## src/bub_pkg.sv

```systemverilog
// bub_pkg: shared types and constants of the 2x bilinear upscaler
// no dependencies; used by the front, queue, back and top level
`timescale 1ns / 1ps

package bub_pkg;

  // fixed field widths
  localparam int PIX_W     = 8;
  localparam int COORD_W   = 12;
  localparam int CFG_W     = 12;
  localparam int CFG_IDX_W = 2;

  // configuration register indexes
  localparam logic [CFG_IDX_W-1:0] CFG_SOURCE_WIDTH  = 2'd0;
  localparam logic [CFG_IDX_W-1:0] CFG_SOURCE_HEIGHT = 2'd1;

  // cells one source pixel can complete, in emission order (bit positions)
  localparam int NUM_CELLS   = 4;
  localparam int CELL_INNER  = 0;  // cell above and to the left
  localparam int CELL_RIGHT  = 1;  // cell above, last column
  localparam int CELL_BOTTOM = 2;  // cell to the left, last row
  localparam int CELL_CORNER = 3;  // own cell, last row and column

  // four output pixels of a cell, in emission order
  localparam logic [1:0] SUB_COPY = 2'd0;
  localparam logic [1:0] SUB_HORZ = 2'd1;
  localparam logic [1:0] SUB_VERT = 2'd2;
  localparam logic [1:0] SUB_QUAD = 2'd3;

  // job queue between front and back
  localparam int QUEUE_DEPTH = 2;
  localparam int QPTR_W      = 1;
  localparam int QCNT_W      = 2;

  // one classified source pixel with its neighborhood
  typedef struct packed {
    logic [PIX_W-1:0]     pix;       // current pixel
    logic [PIX_W-1:0]     up;        // pixel above
    logic [PIX_W-1:0]     left;      // pixel to the left
    logic [PIX_W-1:0]     up_left;   // pixel above and to the left
    logic [COORD_W-1:0]   row2;      // twice the source row, masked
    logic [COORD_W-1:0]   col2;      // twice the source column, masked
    logic [NUM_CELLS-1:0] cells;     // cells to emit
  } bub_job_t;

  // push side of the job queue
  typedef struct packed {
    logic     valid;
    bub_job_t job;
  } bub_push_t;

  // pop side of the job queue
  typedef struct packed {
    logic     empty;
    bub_job_t job;
  } bub_head_t;

endpackage

```

## src/bub_back.sv

```systemverilog
// bub_back: expands jobs into cell pixels, one per cycle unless stalled
// depends on bub_pkg; pops bub_queue and drives the output register
`timescale 1ns / 1ps

module bub_back (
  input  logic                         clk,
  input  logic                         rst_n,
  input  bub_pkg::bub_head_t           head,
  output logic                         pop,
  output logic                         out_valid,
  input  logic                         out_stall,
  output logic [bub_pkg::COORD_W-1:0]  out_row,
  output logic [bub_pkg::COORD_W-1:0]  out_col,
  output logic [bub_pkg::PIX_W-1:0]    out_pixel_out,
  output logic                         out_run_last
);

  import bub_pkg::*;

  // progress through the head job
  logic                 started_r, started_nxt;
  logic [NUM_CELLS-1:0] mask_r, mask_nxt;
  logic [1:0]           sub_r, sub_nxt;

  // output register
  logic                 out_v_r, out_v_nxt;
  logic [COORD_W-1:0]   row_r;
  logic [COORD_W-1:0]   col_r;
  logic [PIX_W-1:0]     pix_r;
  logic                 last_r;

  logic [NUM_CELLS-1:0] rem;
  logic [NUM_CELLS-1:0] cur;
  logic [NUM_CELLS-1:0] rest;
  logic                 adv;
  logic                 job_last;
  logic [PIX_W-1:0]     pa, pb, pc, pd;
  logic [COORD_W-1:0]   row_b, col_b;
  logic [COORD_W-1:0]   row_m2, col_m2;
  logic [PIX_W:0]       sum_ab, sum_ac;
  logic [PIX_W+1:0]     sum_quad;
  logic [PIX_W-1:0]     val;

  // pick the first cell still pending
  always_comb begin
    rem = started_r ? mask_r : head.job.cells;
    cur = '0;
    priority if (rem[CELL_INNER]) begin
      cur[CELL_INNER] = 1'b1;
    end else if (rem[CELL_RIGHT]) begin
      cur[CELL_RIGHT] = 1'b1;
    end else if (rem[CELL_BOTTOM]) begin
      cur[CELL_BOTTOM] = 1'b1;
    end else begin
      cur[CELL_CORNER] = 1'b1;
    end
    rest = rem & ~cur;
  end

  // corner pixels and origin of the chosen cell, clamped at the edges
  always_comb begin
    row_m2 = head.job.row2 - COORD_W'(2);
    col_m2 = head.job.col2 - COORD_W'(2);
    pa     = head.job.pix;
    pb     = head.job.pix;
    pc     = head.job.pix;
    pd     = head.job.pix;
    row_b  = head.job.row2;
    col_b  = head.job.col2;
    if (cur[CELL_INNER]) begin
      pa    = head.job.up_left;
      pb    = head.job.up;
      pc    = head.job.left;
      row_b = row_m2;
      col_b = col_m2;
    end else if (cur[CELL_RIGHT]) begin
      pa    = head.job.up;
      pb    = head.job.up;
      row_b = row_m2;
    end else if (cur[CELL_BOTTOM]) begin
      pa    = head.job.left;
      pc    = head.job.left;
      col_b = col_m2;
    end
  end

  // floor averages
  always_comb begin
    sum_ab   = {1'b0, pa} + {1'b0, pb};
    sum_ac   = {1'b0, pa} + {1'b0, pc};
    sum_quad = {2'b00, pa} + {2'b00, pb} + {2'b00, pc} + {2'b00, pd};
    unique case (sub_r)
      SUB_COPY: val = pa;
      SUB_HORZ: val = sum_ab[PIX_W:1];
      SUB_VERT: val = sum_ac[PIX_W:1];
      SUB_QUAD: val = sum_quad[PIX_W+1:2];
      default:  val = pa;
    endcase
  end

  // advance when a job is waiting and the output register is free
  assign adv      = !head.empty && (!out_v_r || !out_stall);
  assign job_last = (sub_r == SUB_QUAD) && (rest == '0);
  assign pop      = adv && job_last;

  always_comb begin
    started_nxt = started_r;
    mask_nxt    = mask_r;
    sub_nxt     = sub_r;
    if (adv) begin
      if (job_last) begin
        started_nxt = 1'b0;
        sub_nxt     = SUB_COPY;
      end else if (sub_r == SUB_QUAD) begin
        started_nxt = 1'b1;
        mask_nxt    = rest;
        sub_nxt     = SUB_COPY;
      end else begin
        started_nxt = 1'b1;
        mask_nxt    = rem;
        sub_nxt     = sub_r + 1'b1;
      end
    end
  end

  always_comb begin
    if (adv) begin
      out_v_nxt = 1'b1;
    end else if (out_stall) begin
      out_v_nxt = out_v_r;
    end else begin
      out_v_nxt = 1'b0;
    end
  end

  // control registers
  always_ff @(posedge clk) begin
    if (!rst_n) begin
      started_r <= 1'b0;
      mask_r    <= '0;
      sub_r     <= SUB_COPY;
      out_v_r   <= 1'b0;
    end else begin
      started_r <= started_nxt;
      mask_r    <= mask_nxt;
      sub_r     <= sub_nxt;
      out_v_r   <= out_v_nxt;
    end
  end

  // output payload
  always_ff @(posedge clk) begin
    if (adv) begin
      row_r  <= {row_b[COORD_W-1:1], sub_r[1]};
      col_r  <= {col_b[COORD_W-1:1], sub_r[0]};
      pix_r  <= val;
      last_r <= job_last;
    end
  end

  assign out_valid     = out_v_r;
  assign out_row       = row_r;
  assign out_col       = col_r;
  assign out_pixel_out = pix_r;
  assign out_run_last  = last_r;

endmodule

```

## config.mk

```make
export PLATFORM = sky130hd
export DESIGN_NAME = bub_back
export DESIGN_NICKNAME = d
export VERILOG_FILES = /design/src/bub_pkg.sv /design/src/bub_back.sv
export SDC_FILE = /design/constraint.sdc
export NUM_CORES = 1
export LEC_CHECK = 0
export ABC_AREA = 1
export ABC_CLOCK_PERIOD_IN_PS = 6700
export BUFFER_PORTS_ARGS = -buffer_cell sky130_fd_sc_hd__buf_4
export CORE_ASPECT_RATIO = 0.7
export CORE_MARGIN = 4
export CORE_UTILIZATION = 58
export CTS_CLUSTER_DIAMETER = 100
export CTS_CLUSTER_SIZE = 14
export DETAILED_ROUTE_END_ITERATION = 10
export HOLD_SLACK_MARGIN = 0.12
export PLACE_DENSITY = 0.86
export REMOVE_ABC_BUFFERS = 1
export SYNTH_ARGS = -nofsm -noshare
export SYNTH_HDL_FRONTEND = slang
export SYNTH_SLANG_ARGS = --single-unit
```

## constraint.sdc

```tcl
create_clock -name clk -period 6.7 [get_ports clk]
set_input_delay 0.67 -clock clk [delete_from_list [all_inputs] [get_ports clk]]
set_output_delay 0.67 -clock clk [all_outputs]
set_load 0.05 [all_outputs]
```

=== Word level (Yosys, flattened, before mapping) ===
Index checks and enable logic that the tools add are counted.

* Logic and storage cells: 59
* Flip-flop bits (word level): 41

* Add/subtract/negate cells: 8
* Bitwise logic cells: 3
* Reduce and logical (&&, ||, !) cells: 10
* Eq/ne operators: 4
* Muxes and demuxes: 26

{| class="wikitable"
|+ Operators with widths
! operator !! number
|-
| $mux W12 || 5
|-
| $mux W8 || 7
|-
| $pmux W8 S4 || 1
|-
| $add A8 B8 Y9 || 3
|-
| $sub A12 B2 Y12 const B || 2
|-
| $add A10 B8 Y10 || 1
|-
| $add A9 B8 Y10 || 1
|-
| $mux W4 || 2
|-
| $mux W1 || 7
|-
| $mux W2 || 3
|-
| $and A4 B4 Y4 || 1
|-
| $eq A2 B2 Y1 const B || 2
|-
| $logic_not A4 Y1 || 1
|-
| $not A4 Y4 || 1
|-
| $logic_and A1 B1 Y1 || 3
|-
| $logic_not A1 Y1 || 3
|-
| $mux W3 || 1
|-
| $add A2 B1 Y2 const B || 1
|-
| $eq A2 B1 Y1 const B || 1
|-
| $logic_not A2 Y1 || 1
|-
| $ne A2 B1 Y1 const B || 1
|-
| $reduce_and A2 Y1 || 1
|-
| $logic_or A1 B1 Y1 || 1
|-
| $not A1 Y1 || 1
|}

=== Logic depth before layout (Yosys ltp) ===
* Depth in word-level cells: 11
* Mapped depth: 24
* Mapped depth without buffers: 24

=== Worst setup path before layout ===
OpenSTA, ideal clock, no wires.

* Path kind: input port to flip-flop
* Start point: input port head[1] in the netlist's numbering
* End point: register pix_r[7], in the netlist out_pixel_out[7], data pin
* Setup slack: 2.620 ns
* Arrival time: 3.816 ns
* Data required time: 6.436 ns
* Path buffers: 1
* Cell stages on the path: 23
* Cell sequence: inv_1 -> nand2_2 -> nand2_4 -> nand3_4 -> buf_2 -> nand2_1 -> o21ai_0 -> nand2_1 -> nand3_1 -> fa_1 -> inv_1 -> fa_1 -> nand3_2 -> nor2_4 -> fa_1 -> a31oi_1 -> nor2_1 -> o21ai_0 -> nand2_1 -> nand2_1 -> a21oi_1 -> o21ai_0 -> a31oi_1

* Word-level cells in the longest chain between the ends: 10

{| class="wikitable"
|+ RTL lines
! what !! line !! source
|-
| from (decl) || bub_back.sv:8 || <nowiki>input bub_pkg::bub_head_t head,</nowiki>
|-
| $mux W4 * || bub_back.sv:46 || <nowiki>rem = started_r ? mask_r : head.job.cells;</nowiki>
|-
| $mux W2 || bub_back.sv:50 || <nowiki>end else if (rem[CELL_RIGHT]) begin</nowiki>
|-
| $mux W3 * || bub_back.sv:48 || <nowiki>priority if (rem[CELL_INNER]) begin</nowiki>
|-
| $mux W8 || bub_back.sv:80 || <nowiki>end else if (cur[CELL_BOTTOM]) begin</nowiki>
|-
| $mux W8 || bub_back.sv:76 || <nowiki>end else if (cur[CELL_RIGHT]) begin</nowiki>
|-
| $mux W8 || bub_back.sv:70 || <nowiki>if (cur[CELL_INNER]) begin</nowiki>
|-
| $add A8 B8 Y9 || bub_back.sv:89, bub_back.sv:91 ||
|-
| $add A9 B8 Y10 || bub_back.sv:91 || <nowiki>sum_quad = {2'b00, pa} + {2'b00, pb} + {2'b00, pc} + {2'b00, pd};</nowiki>
|-
| $add A10 B8 Y10 || bub_back.sv:91 ||
|-
| $pmux W8 S4 * || bub_back.sv:92 || <nowiki>unique case (sub_r)</nowiki>
|-
| net val[7] || bub_back.sv:42 || <nowiki>logic [PIX_W-1:0] val;</nowiki>
|-
| to (signal assigned) || bub_back.sv:156 || <nowiki>pix_r <= val;</nowiki>
|-
| to (decl) || bub_back.sv:29 || <nowiki>logic [PIX_W-1:0] pix_r;</nowiki>
|}

The timed path passes the listed nets; every way through them passes the cells marked *.
A chain may end at the register's enable or synchronous reset.

=== Final worst setup path ===
* Start point: register started_r
* End point: register pix_r[7], in the netlist out_pixel_out[7], data pin

* Word-level cells in the longest chain between the ends: 11

{| class="wikitable"
|+ RTL lines
! what !! line !! source
|-
| from (decl) || bub_back.sv:21 || <nowiki>logic started_r, started_nxt;</nowiki>
|-
| from (signal assigned) || bub_back.sv:144 || <nowiki>started_r <= started_nxt;</nowiki>
|-
| $mux W4 * || bub_back.sv:46 ||
|-
| $mux W1 || bub_back.sv:52 || <nowiki>end else if (rem[CELL_BOTTOM]) begin</nowiki>
|-
| $mux W2 || bub_back.sv:50 ||
|-
| $mux W3 || bub_back.sv:48 ||
|-
| $mux W8 || bub_back.sv:80 ||
|-
| $mux W8 || bub_back.sv:76 ||
|-
| $mux W8 || bub_back.sv:70 ||
|-
| $add A8 B8 Y9 || bub_back.sv:89, bub_back.sv:91 ||
|-
| $add A9 B8 Y10 || bub_back.sv:91 ||
|-
| $add A10 B8 Y10 || bub_back.sv:91 ||
|-
| $pmux W8 S4 * || bub_back.sv:92 ||
|-
| net val[7] || bub_back.sv:42 ||
|}

Marks and branches as above.

==> flow_metrics.env <==
export IMPL_antenna_found_initial=0
export IMPL_cts_htree_levels=2
export IMPL_crit_required_ns=6.73
export IMPL_p_clk_frac=0.201
export IMPL_gp_congestion=0.913
export IMPL_relSlewSlack=0.318
export IMPL_ys_seq_elements=41
export IMPL_max_cap_viol_count=0
export IMPL_fin_crit_sh=0.701
export IMPL_cts_sinks=41
export IMPL_clock_tree_root_cell="clkbuf_8"
export IMPL_antennaDiodeCount=0
export IMPL_cts_resized=0
export IMPL_cts_tree="yes"
export IMPL_postCtsSetupRepairBufs=0
export IMPL_p_int_w=0.000690
export IMPL_grt_pass1_vias=3198
export IMPL_grt_max_degree=40
export IMPL_vias=3486
export IMPL_status="finished clean"
export IMPL_cts_buffers=5
export IMPL_wl_met2_mm=4.48
export IMPL_crit_fanout=23
export IMPL_die_h_um=74.5
export IMPL_skew_ns=0.0105
export IMPL_viasPerCell=5.46
export IMPL_wl_met1_mm=4.19
export IMPL_groute_usage_overall=0.256
export IMPL_met3_length_mm=1.06
export IMPL_initial_core_util=0.617
export IMPL_cp_end_kind="flip-flop"
export IMPL_place_hpwl_mm=7.90
export IMPL_layout_nets=663
export IMPL_wirelength_mm=9.80
export IMPL_port_buffer_count=96
export IMPL_ir_drop_uv=125
export IMPL_setup_viol=0
export IMPL_min_period_ns=4.70
export IMPL_drive_gt1_frac=0.232
export IMPL_switching_share=0.437
export IMPL_power_leakage_nw=2.31
export IMPL_area_delta_synth_final_pct=24.8
export IMPL_worstHoldPathType="reg2reg"
export IMPL_drt_initial_drc_count=201
export IMPL_arrival_ns=4.72
export IMPL_highest_layer="met4"
export IMPL_fp_coreArea_mm2=0.00593
export IMPL_gr_total_overflow=0
export IMPL_powerDensity_mw_per_mm2=268
export IMPL_synth_enable_flop_cells=33
export IMPL_drtAntennaViolNets=0
export IMPL_insertion_delay_ns=0.30
export IMPL_hold_worst_slack_ns=0.478
export IMPL_ctsHoldBuffers=0
export IMPL_start_kind="flip-flop"
export IMPL_clk_path_buf_depth=2
export IMPL_seq_area_mm2=0.00115
export IMPL_tightest_slew_ns=1.02
export IMPL_criticalPathCategory="reg2reg"
export IMPL_multi_input_area_mm2=0.00211
export IMPL_io_pins=99
export IMPL_drt_wirelength_per_cell_um=15.3
export IMPL_yosysSeqAreaShare=0.315
export IMPL_synthArstFlopShare=0
export IMPL_syn_inst=468
export IMPL_synthFlopType="edfxtp_1"
export IMPL_slew_violations=0
export IMPL_avgSynthCellArea_um2=7.82
export IMPL_die_area_mm2=0.00766
export IMPL_hold_viol_final=0
export IMPL_seqPwrFrac=0.256
export IMPL_ys_types=43
export IMPL_p_sw_w=0.000535
export IMPL_drc=0
export IMPL_drtPass1Iterations=5
export IMPL_rsz0062_at_grt="no"
export IMPL_grt_pass1_wl_mm=15.0
export IMPL_row_count=23
export IMPL_power_frac_comb=0.544
export IMPL_clock_fmax_mhz=213
export IMPL_fin_tns_setup_ns=0
export IMPL_clkTransAtPathRegs_ns=0.09
export IMPL_die_w_um=103
export IMPL_yosys_warnings=0
export IMPL_syn_area_mm2=0.00366
export IMPL_fillers=421
-- power groups by stage --
stage          combinational, W  clock [W]  sequential, W
3_3_place_gp           0.000620          0       0.000318
5_1_grt                0.000739   0.000255       0.000316
2_1_floorplan          0.000409          0       0.000387
4_1_cts                0.000653   0.000246       0.000313
3_5_place_dp           0.000646          0       0.000319
6_report               0.000666   0.000246       0.000313
-- through the flow --
stage	worst slack, ns	cell area [um2]	cells	power (W)	util
2_1_floorplan	2.54	3600	460	0.000796	-
3_3_place_gp	1.93	4430	631	0.000938	0.747
3_5_place_dp	1.85	4430	631	0.000965	0.747
4_1_cts	2.08	4560	639	0.00121	0.770
5_1_grt	1.65	4560	639	0.00131	0.770
6_report	2.00	4560	639	0.00122	0.770
-- layout make-up --
class                      count  share of cell area
multi-input combinational    327               0.462
sequential                    41               0.252
tap                           75              0.0206
inverter                      92              0.0773
timing repair buffer          96               0.158
clock inverter                 3              0.0151
clock buffer                   5              0.0151
-- worst paths after layout --
kind	start	end	slack, ns	cells after the start
setup / recovery	started_r	out_pixel_out[7]	2.00	21
hold / removal	mask_r[2]	mask_r[2]	0.48	2
setup reg to reg	started_r	out_pixel_out[7]	2.00	21
hold reg to reg	mask_r[2]	mask_r[2]	0.48	2
-- kinds of logic (layout without fill, tap and decap cells) --
| family | Yosys count | count (layout) | synth area share |
|---|---|---|---|
| buffers and inverters | 100 | 196 | 0.111 |
| xor gates and xnor gates | 20 | 20 | 0.0479 |
| DFF | 41 | 41 | 0.315 |
| muxes | 2 | 2 | 0.00547 |
| adders and majority gates | 36 | 36 | 0.158 |
| AOI/OAI and AO/OA | 82 | 82 | 0.124 |
| and+or+nand+nor | 187 | 187 | 0.238 |
-- synthesized netlist by cell type, types with 3 or more instances --
| library cell | instances | area, um2 |
|---|---|---|
| nand2_1 | 102 | 383 |
| inv_1 | 89 | 334 |
| o21ai_0 | 39 | 195 |
| edfxtp_1 | 33 | 991 |
| nor2_1 | 30 | 113 |
| a21oi_1 | 22 | 110 |
| ha_1 | 19 | 238 |
| nand3_1 | 18 | 90.1 |
| fa_1 | 17 | 340 |
| xor2_1 | 13 | 114 |
| a31oi_1 | 8 | 50.1 |
| dfxtp_1 | 8 | 160 |
| nand2_2 | 8 | 50.1 |
| xnor2_1 | 7 | 61.3 |
| nand4_1 | 6 | 37.5 |
| buf_2 | 5 | 25.0 |
| nor3_1 | 4 | 20.0 |
| or2_2 | 4 | 25.0 |
| nand2_4 | 3 | 33.8 |
| nand3b_1 | 3 | 22.5 |
| o21ai_1 | 3 | 15.0 |
-- sequential cells by signal (all words and copies together), names as in the netlist --
name           cells
out_pixel_out      8
sub_r              2
mask_r             4
out_valid          1
started_r          1
out_col           12
out_row           12
out_run_last       1
-- metal layers --
| layer | track usage | vias to the layer above |
|---|---|---|
| met5 | 0 | - |
| met4 | 0.0517 | 0 |
| met3 | 0.0815 | 8 |
| met2 | 0.387 | 173 |
| met1 | 0.363 | 1606 |
| li1 | - | 1699 |
-- placed cells by master (no fill, tap or decap), types with 3 or more instances in the layout --
master      n
o21ai_1     3
nand4_1     6
o21ai_0    39
nand3b_1    3
xnor2_1     7
dfxtp_1     8
ha_1       19
or2_2       4
clkbuf_8    5
a31oi_1     8
inv_1      89
a21oi_1    22
edfxtp_1   33
fa_1       17
nand2_4     3
buf_4      96
nand3_1    18
nor2_1     29
nor3_1      4
nand2_1   102
nand2_2     8
xor2_1     13
-- critical path: stages (launching register included) --
cell	delay [ns]
dfxtp_1	0.44
inv_2	0.09
nand2_2	0.08
nand2_4	0.14
nand2_2	0.39
inv_1	0.29
nand2_1	0.14
nand3_1	0.13
fa_1	0.54
inv_1	0.06
fa_1	0.49
nand3_2	0.11
nor2_4	0.05
fa_1	0.40
a31oi_1	0.22
nor2_1	0.09
o21ai_0	0.22
nand2_1	0.08
nand2_1	0.09
a21oi_1	0.06
o21ai_0	0.17
a31oi_1	0.13
Power figures use the tool's default switching activity.
