[src/bub_pkg.sv]
// bub_pkg: shared types and constants of the 2x bilinear upscaler
// no dependencies; used by the front, queue, back and top level
`timescale 1ns / 1ps

package bub_pkg;

  // fixed field widths
  localparam int PIX_W     = 8;
  localparam int COORD_W   = 12;
  localparam int CFG_W     = 12;
  localparam int CFG_IDX_W = 2;

  // configuration register indexes
  localparam logic [CFG_IDX_W-1:0] CFG_SOURCE_WIDTH  = 2'd0;
  localparam logic [CFG_IDX_W-1:0] CFG_SOURCE_HEIGHT = 2'd1;

  // cells one source pixel can complete, in emission order (bit positions)
  localparam int NUM_CELLS   = 4;
  localparam int CELL_INNER  = 0;  // cell above and to the left
  localparam int CELL_RIGHT  = 1;  // cell above, last column
  localparam int CELL_BOTTOM = 2;  // cell to the left, last row
  localparam int CELL_CORNER = 3;  // own cell, last row and column

  // four output pixels of a cell, in emission order
  localparam logic [1:0] SUB_COPY = 2'd0;
  localparam logic [1:0] SUB_HORZ = 2'd1;
  localparam logic [1:0] SUB_VERT = 2'd2;
  localparam logic [1:0] SUB_QUAD = 2'd3;

  // job queue between front and back
  localparam int QUEUE_DEPTH = 2;
  localparam int QPTR_W      = 1;
  localparam int QCNT_W      = 2;

  // one classified source pixel with its neighborhood
  typedef struct packed {
    logic [PIX_W-1:0]     pix;       // current pixel
    logic [PIX_W-1:0]     up;        // pixel above
    logic [PIX_W-1:0]     left;      // pixel to the left
    logic [PIX_W-1:0]     up_left;   // pixel above and to the left
    logic [COORD_W-1:0]   row2;      // twice the source row, masked
    logic [COORD_W-1:0]   col2;      // twice the source column, masked
    logic [NUM_CELLS-1:0] cells;     // cells to emit
  } bub_job_t;

  // push side of the job queue
  typedef struct packed {
    logic     valid;
    bub_job_t job;
  } bub_push_t;

  // pop side of the job queue
  typedef struct packed {
    logic     empty;
    bub_job_t job;
  } bub_head_t;

endpackage

[src/bub_queue.sv]
// bub_queue: short job queue between front and back end
// depends on bub_pkg
`timescale 1ns / 1ps

module bub_queue (
  input  logic               clk,
  input  logic               rst_n,
  input  bub_pkg::bub_push_t push,
  output logic               full,
  input  logic               pop,
  output bub_pkg::bub_head_t head
);

  import bub_pkg::*;

  bub_job_t          ent_r [QUEUE_DEPTH];
  logic [QPTR_W-1:0] wr_ptr_r, wr_ptr_nxt;
  logic [QPTR_W-1:0] rd_ptr_r, rd_ptr_nxt;
  logic [QCNT_W-1:0] cnt_r, cnt_nxt;
  logic              do_push;
  logic              do_pop;

  assign full       = (cnt_r == QCNT_W'(QUEUE_DEPTH));
  assign head.empty = (cnt_r == '0);
  assign head.job   = ent_r[rd_ptr_r];

  assign do_push = push.valid && !full;
  assign do_pop  = pop && !head.empty;

  // pointer and fill count
  always_comb begin
    wr_ptr_nxt = do_push ? wr_ptr_r + 1'b1 : wr_ptr_r;
    rd_ptr_nxt = do_pop ? rd_ptr_r + 1'b1 : rd_ptr_r;
    cnt_nxt    = cnt_r + QCNT_W'(do_push) - QCNT_W'(do_pop);
  end

  always_ff @(posedge clk) begin
    if (!rst_n) begin
      wr_ptr_r <= '0;
      rd_ptr_r <= '0;
      cnt_r    <= '0;
    end else begin
      wr_ptr_r <= wr_ptr_nxt;
      rd_ptr_r <= rd_ptr_nxt;
      cnt_r    <= cnt_nxt;
    end
  end

  // entry storage
  always_ff @(posedge clk) begin
    if (do_push) begin
      ent_r[wr_ptr_r] <= push.job;
    end
  end

endmodule

[config.mk]
export PLATFORM = sky130hd
export DESIGN_NAME = bub_queue
export DESIGN_NICKNAME = d
export VERILOG_FILES = /design/src/bub_pkg.sv /design/src/bub_queue.sv
export SDC_FILE = /design/constraint.sdc
export NUM_CORES = 1
export LEC_CHECK = 0
export ABC_AREA = 0
export BUFFER_PORTS_ARGS = -buffer_cell sky130_fd_sc_hd__buf_4
export CORE_MARGIN = 8
export CORE_UTILIZATION = 47
export DETAILED_ROUTE_END_ITERATION = 12
export PLACE_DENSITY = 0.75
export SYNTH_ARGS = -nofsm -noshare
export SYNTH_HDL_FRONTEND = slang
export SYNTH_SLANG_ARGS = --single-unit
[constraint.sdc]
create_clock -name clk -period 3.7 [get_ports clk]
set_input_delay 0.37 -clock clk [delete_from_list [all_inputs] [get_ports clk]]
set_output_delay 0.37 -clock clk [all_outputs]
set_load 0.02 [all_outputs]
Yosys cells after proc, flatten, opt, wreduce, memory -nomap -nowiden
Memories as Yosys holds them, arrays and structs flattened. A register that Yosys moved wholly into a read port is not among the register bits.
Cells that the tools add are included.
- add/sub/neg operators: 4
- $mul: 0
- div/mod/pow operators: 0
- magnitude comparators: 0
- equal/unequal tests: 1
- shift operators: 0
- muxes and demuxes: 4
- bitwise logic cells: 0
- reductions and logical operators: 5
- operator list (cell ; number):
    $mux 1 ; 4
    $add 1x1->1 const B ; 2
    $add 2x1->2 ; 1
    $eq 2x2->1 const B ; 1
    $logic_and 1x1->1 ; 2
    $logic_not 1->1 ; 2
    $logic_not 2->1 ; 1
    $sub 2x1->2 ; 1
- bits in registers: 4
- bits in latches: 0
- bits in writable memories: 120
- ROM bits: 0
- logic and storage cells: 18
- memories: 1
- memories (name ; words ; width ; rd ports ; clocked after Yosys merged registers in ; wr ports ; RTL line ; text):
    ent_r ; 2 ; 60 ; 1 ; 1 ; 1 ; bub_queue.sv:16 ; bub_job_t ent_r [QUEUE_DEPTH];

Longest topological paths before layout
Gate-level depths: netlist of the first run.
- depth after elaboration: 5
- depth in mapped cells: 8
- depth with buffers taken out: 8

Least setup slack after synthesis of the first run
Ideal clock, no wire load.
- path type: flip-flop to flip-flop
- from: reg cnt_r[0]
- to: mem ent_r[0][0] (netlist name) (enable)
- setup time: 478 ps
- arrival time: 3101 ps
- setup slack: 121 ps
- cell stages (with the launch flop): 4
- clock period less this slack: 3579 ps
- path through: dfxtp_1 nand2b_1 nand2_1 nor2_1
- cells in the longest elaborated chain, start to end: 5
- RTL lines (item ; RTL line ; text):
    start, declared ; bub_queue.sv:19 ; logic [QCNT_W-1:0] cnt_r, cnt_nxt;
    start signal, assigned ; bub_queue.sv:45 ; cnt_r <= cnt_nxt;
    $eq 2x2->1 ; bub_queue.sv:23 ; assign full = (cnt_r == QCNT_W'(QUEUE_DEPTH));
    $logic_not 1->1 ; bub_queue.sv:27 ; assign do_push = push.valid && !full;
    $logic_and 1x1->1 ; bub_queue.sv:27 ;
    $mux 1 ; bub_queue.sv:51 ; if (do_push) begin
    $mux 1 (implied by the code) ; bub_queue.sv:52 ; ent_r[wr_ptr_r] <= push.job;
    end, declared ; bub_queue.sv:16 ;
No other way between the ends.

==> impl_metrics.py, run 1 <==
metrics = {
    "worst_setup_path": {
        "crit_cells": 2,
        "crit_path_cell_trace": "mux2_4 > buf_4",
        "cp_num_buf_inv": 1,
        "required_ps": 3330,
        "start_kind": "flop",
        "critPathCaptureType": "output port",
        "worstPathMaxFanout": 60,
        "path_class": "reg2out",
        "slowest_delay_ps": 1080,
        "ff2ff_path_depth": 3,
        "cp.arrival_ps": 2140,
        "cp_top_family": "flip-flops",
        "critPathSlowestCell": "dfxtp_4",
    },
    "placed_design": {
        "place_ws_ps": 1520,
        "hpwlAfterDp_mm": 5.82,
        "port_buffers": 125,
        "gp_congestion": 0.663,
    },
    "floorplan": {
        "ioPinCount": 126,
        "core_area_um2": 10200,
        "initial_utilization": 0.478,
        "die-area_um2": 13900,
        "die_h_um": 118,
        "die_width_um": 118,
        "fp-row-count": 37,
    },
    "detailed_routing": {
        "via_per_inst": 4.60,
        "wl_per_cell_um": 17.2,
        "drt_iter0_drc": 121,
        "drc_errors": 0,
        "vias": 2303,
        "routed_wirelength_mm": 8.60,
        "first_pass_iters": 6,
        "drtAntennaViolNets": 0,
    },
    "sta": {
        "relSlewSlack": 0.262,
        "fin_worst_skew_ps": 5.21,
        "hold_viol": 0,
        "setup_tns_ps": 0,
        "rsz0062_at_grt": "no",
        "max_freq_mhz": 399,
        "drv_slew": 0,
        "min_period_ps": 2510,
        "setup_viol": 0,
        "layout_setup_ws_ps": 1190,
        "fin_crit_sh": 0.678,
        "tightest_slew_ps": 1110,
    },
    "clock_tree": {
        "cts_tree": "built",
        "clock_latency_ps": 500,
        "postCtsResizedCells": 0,
        "path_clk_slew_ps": 50,
        "cts_sinks": 125,
        "ctsHoldBuffers": 0,
        "cts-root-buf": "clkbuf_8",
        "cts_buffers": 17,
        "htreeDepth": 4,
        "post_cts_buffers": 0,
        "clock_path_buffers": 2,
    },
    "grt": {
        "antenna_found_initial": 0,
        "grt_overflow_total": 0,
        "gr-usage-all-layers": 0.127,
        "grt_pass1_wl_mm": 13.7,
        "grt_pass1_vias": 2703,
        "grt_start_max_net_pins": 61,
    },
    "layout": {
        "final_cell_mix": "126 x buf_4, 120 x edfxtp_1, 60 x mux2_4",
        "multi_input_area_um2": 1030,
        "drive_above_1_share": 0.600,
        "fillers": 758,
        "num-nets-final": 419,
        "final_common_cell": "buf_4",
        "antennaDiodeCount": 0,
        "regArea_um2": 3710,
        "syn_to_final_growth_pct": 31.6,
    },
    "power_and_ir_drop": {
        "netSwitchingPower_mw": 1.41,
        "cellPowerDensity_nw_per_um2": 765,
        "p_clk_frac": 0.290,
        "pwr-share-seq": 0.413,
        "p_int_mw": 3.49,
        "comb_power_share": 0.297,
        "switching_share": 0.288,
        "p_leak_nw": 2.54,
        "ir_drop_v": 0.000460,
    },
    "yosys": {
        "synthesis.nets": 280,
        "ys_ff_latch": 125,
        "ys_types": 17,
        "yosysSeqAreaShare": 0.761,
        "netlist_area_um2": 4870,
        "yosys_warnings": 0,
        "syn_inst": 214,
        "synth_area_per_cell_um2": 22.8,
    },
    "hold_path": {
        "whs_path_depth": 1,
        "hold_path_class": "in2reg",
    },
    "run": {
        "maxCapViolCount": 0,
    },
    "status": {
        "status": "completed",
    },
}
layout make-up:
class                   count  area share
clock inverters            14      0.0164
inverters                   3     0.00176
multi-input cells          79       0.161
flip-flops and latches    125       0.579
clock buffers              17      0.0646
well taps                 136      0.0266
repair buffers            127       0.151
power by group through the flow:
stage	logic, mW	clock network, mW	registers, mW
2_1_floorplan	1.15	0	1.92
3_3_place_gp	1.47	0	2.05
3_5_place_dp	1.48	0	2.06
4_1_cts	1.49	1.46	2.03
5_1_grt	1.55	1.51	2.06
6_report	1.46	1.42	2.02
worst register-to-register path, delay by kind of cell (launching register included):
kind	cells	cell delay (ps)
and+or+nand+nor	2	950
DFF	1	360
buffers and inverters	1	470
Yosys cell counts:
| cell type | n | area share |
|---|---|---|
| edfxtp_1 | 120 | 0.74 |
| and3_1 | 1 | 0.0013 |
| and2_1 | 2 | 0.0026 |
| ha_1 | 2 | 0.0051 |
| nand2b_1 | 2 | 0.0026 |
| nor2_1 | 5 | 0.0039 |
| buf_6 | 1 | 0.0023 |
| xnor2_1 | 1 | 0.0018 |
| mux2i_1 | 1 | 0.0021 |
| mux2_4 | 60 | 0.18 |
| nor3_1 | 1 | 0.0010 |
| inv_1 | 3 | 0.0023 |
| nand2_1 | 2 | 0.0015 |
| xor2_1 | 1 | 0.0018 |
| dfxtp_1 | 5 | 0.021 |
| o21a_1 | 1 | 0.0015 |
| buf_12 | 6 | 0.025 |
state kept, by name, summed over array words and instances (netlist names), named ones only:
signal	count
wr_ptr_r	1
ent_r	120
cnt_r	2
rd_ptr_r	1
worst paths after layout:
kind / end / slack, ps / startpoint
worst max-delay path: head[28] / 1190 / flop
worst min register to register: rd_ptr_r / 520 / rd_ptr_r
worst max register to register: ent_r[1][48] / 1570 / cnt_r[0]
worst min-delay path: ent_r[0][14] / 50 / push[14]
cells by family after synthesis:
kind of cell,after synthesis,share of synthesized area
compound gates,1,0.00154
simple gates,13,0.0128
fa+ha+maj,2,0.00514
xor+xnor,2,0.00360
flops,125,0.761
buf+inv,10,0.0293
mux,61,0.187
metrics by stage:
stage,hold WS (ps),util,area (um2),instances,power (mW)
6_report,51.8,0.629,6410,501,4.90
3_3_place_gp,494,0.578,5890,470,3.52
2_1_floorplan,455,-,4870,214,3.06
5_1_grt,26.8,0.629,6410,501,5.12
4_1_cts,20.7,0.629,6410,501,4.98
3_5_place_dp,508,0.578,5890,470,3.55
per-layer routing:
layer / wire [um] / global-route usage / vias to the layer above
met4: 46 / 0.0576 / 0
met1: 3640 / 0.144 / 1109
li1: - / - / 1113
met5: 0 / 0 / -
met3: 563 / 0.0547 / 4
met2: 4350 / 0.204 / 77
No activity file was read; power rests on OpenSTA's default activity.
==> run 2: changes to the inputs <==
--- a/config.mk
+++ b/config.mk
@@ -8,9 +8,9 @@
 export ABC_AREA = 0
 export BUFFER_PORTS_ARGS = -buffer_cell sky130_fd_sc_hd__buf_4
 export CORE_MARGIN = 8
-export CORE_UTILIZATION = 47
+export CORE_UTILIZATION = 52
 export DETAILED_ROUTE_END_ITERATION = 12
-export PLACE_DENSITY = 0.75
+export PLACE_DENSITY = 0.79
 export SYNTH_ARGS = -nofsm -noshare
 export SYNTH_HDL_FRONTEND = slang
 export SYNTH_SLANG_ARGS = --single-unit
==> constraint.sdc (replaced) <==
create_clock -name clk -period 2.48 [get_ports clk]
set_input_delay 0.248 -clock clk [delete_from_list [all_inputs] [get_ports clk]]
set_output_delay 0.248 -clock clk [all_outputs]
set_load 0.02 [all_outputs]
==> impl_metrics.py, run 2 (synthesis results as in run 1) <==
metrics = {
    "placed_design": {
        "hpwlAfterDp_mm": 5.99,
        "gp_congestion": 0.658,
        "port_buffers": 125,
        "place_ws_ps": 771,
    },
    "worst_setup_path": {
        "critPathSlowestCell": "dfxtp_4",
        "crit_top_cell": "buf_4",
        "worstPathMaxFanout": 17,
        "critPathCaptureType": "output port",
        "r2r_end": "cnt_r[1]",
        "cp_num_buf_inv": 2,
        "ff2ff_setup_slack_ps": 740,
        "slowest_delay_ps": 530,
        "cp.arrival_ps": 1890,
        "required_ps": 2230,
        "cp_top_family": "flip-flops",
        "path_class": "reg2out",
        "crit_path_cell_trace": "buf_4 > mux2_4 > buf_4",
        "ff2ff_path_depth": 8,
        "start_kind": "flop",
        "r2r-start": "cnt_r[0]",
    },
    "floorplan": {
        "die_width_um": 113,
        "die_h_um": 113,
        "initial_utilization": 0.532,
        "ioPinCount": 126,
        "die-area_um2": 12700,
        "fp-row-count": 35,
        "core_area_um2": 9150,
    },
    "detailed_routing": {
        "vias": 2617,
        "drt_iter0_drc": 86,
        "routed_wirelength_mm": 9.60,
        "wl_per_cell_um": 17.8,
        "drtAntennaViolNets": 0,
        "via_per_inst": 4.85,
        "drc_errors": 0,
        "first_pass_iters": 4,
    },
    "clock_tree": {
        "path_clk_slew_ps": 60,
        "postCtsResizedCells": 0,
        "ctsHoldBuffers": 61,
        "cts_sinks": 125,
        "cts_tree": "built",
        "cts_buffers": 17,
        "cts-root-buf": "clkbuf_8",
        "clock_latency_ps": 490,
        "htreeDepth": 4,
        "post_cts_buffers": 0,
        "clock_path_buffers": 2,
    },
    "layout": {
        "num-nets-final": 483,
        "final_cell_mix": "128 x buf_4, 120 x edfxtp_1, 61 x dlygate4sd3_1",
        "antennaDiodeCount": 0,
        "syn_to_final_growth_pct": 45.0,
        "drive_above_1_share": 0.520,
        "largest_register_ffs": 120,
        "max_flop_register": "ent_r",
        "reg.largest.list": "ent_r x120, cnt_r x2",
        "postLayoutCoreUtil": 0.771,
        "final_common_cell": "buf_4",
    },
    "grt": {
        "grt_pass1_vias": 2974,
        "grt_overflow_total": 0,
        "gr-usage-all-layers": 0.154,
        "antenna_found_initial": 0,
        "grt_start_max_net_pins": 61,
        "grt_pass1_wl_mm": 15.0,
    },
    "sta": {
        "setup_tns_ps": 0,
        "rsz0062_at_grt": "no",
        "fin_crit_sh": 0.863,
        "min_period_ps": 2140,
        "setup_viol": 0,
        "hold_viol": 0,
        "max_freq_mhz": 467,
        "tightest_slew_ps": 549,
        "fin_worst_skew_ps": 12.0,
        "drv_slew": 0,
        "layout_setup_ws_ps": 341,
        "relSlewSlack": 0.634,
    },
    "status": {
        "status": "completed",
    },
    "run": {
        "maxCapViolCount": 0,
    },
    "hold_path": {
        "whs_path_depth": 3,
        "min_from": "push[60]",
        "worstHoldEndpoint": "wr_ptr_r",
        "hold_path_class": "in2reg",
    },
    "power_and_ir_drop": {
        "ir_drop_v": 0.000738,
        "cellPowerDensity_nw_per_um2": 1080,
        "p_leak_nw": 2.82,
    },
}
## run 2: cell types whose count changed in the layout (fill, tap and decap cells not counted), sizes merged
cell	before	now
clkinv	8	3
buf	127	130
inv	3	6
clkinvlp	5	6
dlygate4sd3	0	61
bufinv	1	2
## run 2: final cells by class
| type | instances | area, um2 |
|---|---|---|
| Sequential cell | 125 | 3710 |
| Fill cell | 495 | 2090 |
| Timing Repair Buffer | 191 | 1610 |
| Multi-Input combinational cell | 79 | 1030 |
| Clock buffer | 17 | 414 |
| Clock inverter | 14 | 145 |
| Tap cell | 111 | 139 |
| Inverter | 3 | 11.3 |
## run 2: stage by stage
stage	std cells	instance area, um2	hold WS [ps]	power, mW
floorplan	214	4880	347	4.56
global placement	448	5890	433	5.26
detailed placement	448	5890	435	5.30
CTS	540	7060	131	7.69
global route	540	7060	155	7.91
finish	540	7060	162	7.60
## run 2: tightest hold or removal path: stages
cell	delay [ps]
buf_4	90
nand2_1	120
mux2i_1	140
## run 2: power breakdown
part,switching [mW],internal (mW)
logic,1.19,1.25
registers,0.152,2.73
clock network,0.860,1.42
total,2.20,5.40
## run 2: worst max-delay path by stage
stage	startpoint	endpoint	slack [ps]	depth (start not counted)
after floorplan	cnt_r[0]	ent_r[1][0]	100	2
after global placement	cnt_r[0]	cnt_r[1]	840	8
after global routing	flop	head[1]	250	3
after detailed placement	cnt_r[0]	cnt_r[1]	770	8
after CTS	flop	head[22]	300	3
final	flop	head[1]	340	3
## run 2: layer usage
layer,global-route usage,vias up,wire (um)
li1,-,1245,-
met1,0.156,1292,3680
met2,0.277,76,5220
met3,0.0719,4,629
met4,0.0468,0,57
met5,0,-,0
==> run 3: changes to the inputs <==
--- a/config.mk
+++ b/config.mk
@@ -10,7 +10,7 @@
 export CORE_MARGIN = 8
 export CORE_UTILIZATION = 52
 export DETAILED_ROUTE_END_ITERATION = 12
-export PLACE_DENSITY = 0.79
+export PLACE_DENSITY_LB_ADDON = 0.12
 export SYNTH_ARGS = -nofsm -noshare
 export SYNTH_HDL_FRONTEND = slang
 export SYNTH_SLANG_ARGS = --single-unit
==> impl_metrics.py, run 3 (synthesis results as in run 1) <==
metrics = {
    "status": {
        "status": "completed",
    },
    "power_and_ir_drop": {
        "p_leak_nw": 2.84,
        "cellPowerDensity_nw_per_um2": 1090,
        "ir_drop_v": 0.000665,
    },
    "worst_setup_path": {
        "ff2ff_setup_slack_ps": 810,
        "r2r_end": "cnt_r[1]",
        "r2r-start": "cnt_r[0]",
        "worstPathMaxFanout": 16,
        "path_class": "reg2out",
        "ff2ff_path_depth": 8,
        "required_ps": 2230,
        "start_kind": "flop",
        "crit_path_end": "head[20]",
        "critPathCaptureType": "output port",
        "cp.arrival_ps": 1860,
    },
    "placed_design": {
        "gp_congestion": 0.709,
        "port_buffers": 125,
        "placed_area_um2": 5890,
        "hpwlAfterDp_mm": 6.21,
    },
    "floorplan": {
        "fp-row-count": 35,
        "die-area_um2": 12700,
        "core_area_um2": 9150,
        "ioPinCount": 126,
        "initial_utilization": 0.532,
        "die_h_um": 113,
        "die_width_um": 113,
    },
    "clock_tree": {
        "cts_tree": "built",
        "cts_buffers": 17,
        "path_clk_slew_ps": 60,
        "clock_path_buffers": 2,
        "cts-root-buf": "clkbuf_8",
        "cts_sinks": 125,
        "htreeDepth": 4,
        "clock_latency_ps": 500,
    },
    "layout": {
        "largest_register_ffs": 120,
        "final_cell_mix": "130 x buf_4, 120 x edfxtp_1, 61 x dlygate4sd3_1",
        "final_common_cell": "buf_4",
        "reg.largest.list": "ent_r x120, cnt_r x2",
        "stdcell_area_um2": 7080,
        "drive_above_1_share": 0.520,
        "num-nets-final": 484,
        "syn_to_final_growth_pct": 45.5,
        "antennaDiodeCount": 0,
        "max_flop_register": "ent_r",
    },
    "sta": {
        "tightest_slew_ps": 492,
        "fin_crit_sh": 0.851,
        "setup_viol": 0,
        "hold_viol": 0,
        "setup_tns_ps": 0,
        "max_freq_mhz": 474,
        "rsz0062_at_grt": "no",
        "relSlewSlack": 0.672,
        "fin_worst_skew_ps": 8.24,
        "min_period_ps": 2110,
        "drv_slew": 0,
    },
    "grt": {
        "antenna_found_initial": 0,
        "grt_pass1_vias": 2977,
        "grt_pass1_wl_mm": 15.2,
        "grt_overflow_total": 0,
        "grt_start_max_net_pins": 36,
        "gr-usage-all-layers": 0.157,
    },
    "detailed_routing": {
        "drt_iter0_drc": 130,
        "drtAntennaViolNets": 0,
        "first_pass_iters": 4,
        "wl_per_cell_um": 18.3,
        "routed_wirelength_mm": 9.90,
        "vias": 2619,
        "drc_errors": 0,
        "via_per_inst": 4.83,
    },
    "hold_path": {
        "hold_path_class": "in2reg",
        "min_from": "push[60]",
    },
    "run": {
        "maxCapViolCount": 0,
    },
}
[run 3: critical path: stages (launching register included)]
cell and delay [ps]:
dfxtp_4 500, buf_4 360, mux2_4 340, buf_4 160
[run 3: where the power goes]
group	switching, mW	internal [mW]	total [mW]
sequential	0.142	2.73	2.87
combinational	1.21	1.24	2.45
clock	0.891	1.53	2.42
[run 3: metrics by stage]
step / hold WS [ps] / setup slack (ps) / total power [mW] / util / std cells
detailed placement: 436 / 806 / 5.31 / 0.643 / 449
finish: 129 / 368 / 7.75 / 0.774 / 542
global route: 128 / 298 / 8.03 / 0.774 / 542
global placement: 433 / 883 / 5.27 / 0.643 / 449
floorplan: 347 / 98.6 / 4.56 / - / 214
CTS: 105 / 316 / 7.83 / 0.774 / 542
[run 3: area by class of cell]
type | count | area [um2]
clock buffers | 18 | 418
clock inverters | 14 | 169
fillers | 506 | 2070
inverters | 3 | 11.3
multi-input cells | 79 | 1030
flip-flops and latches | 125 | 3710
well taps | 111 | 139
repair buffers | 192 | 1610
[run 3: worst min path at each step]
| stage | to | cells past startpoint |
|---|---|---|
| after floorplan | ent_r[0][0] | 0 |
| after global placement | ent_r[1][43] | 1 |
| after detailed placement | ent_r[0][48] | 1 |
| after CTS | wr_ptr_r | 3 |
| after global routing | wr_ptr_r | 3 |
| final | wr_ptr_r | 3 |
[run 3: timing repair]
| action | in CTS | in global routing |
|---|---|---|
| hold buffers | 61 | 0 |
| hold endpoints to repair | 122 | 0 |
| resized for setup | 0 | 0 |
| buffers inserted | 0 | 0 |
[run 3: layer usage]
| layer | global-route usage | up-vias | share of wire |
|---|---|---|---|
| met5 | 0 | - | 0 |
| met4 | 0.0764 | 0 | 0.011 |
| met3 | 0.0532 | 9 | 0.064 |
| met2 | 0.271 | 83 | 0.52 |
| met1 | 0.170 | 1282 | 0.40 |
| li1 | - | 1245 | - |
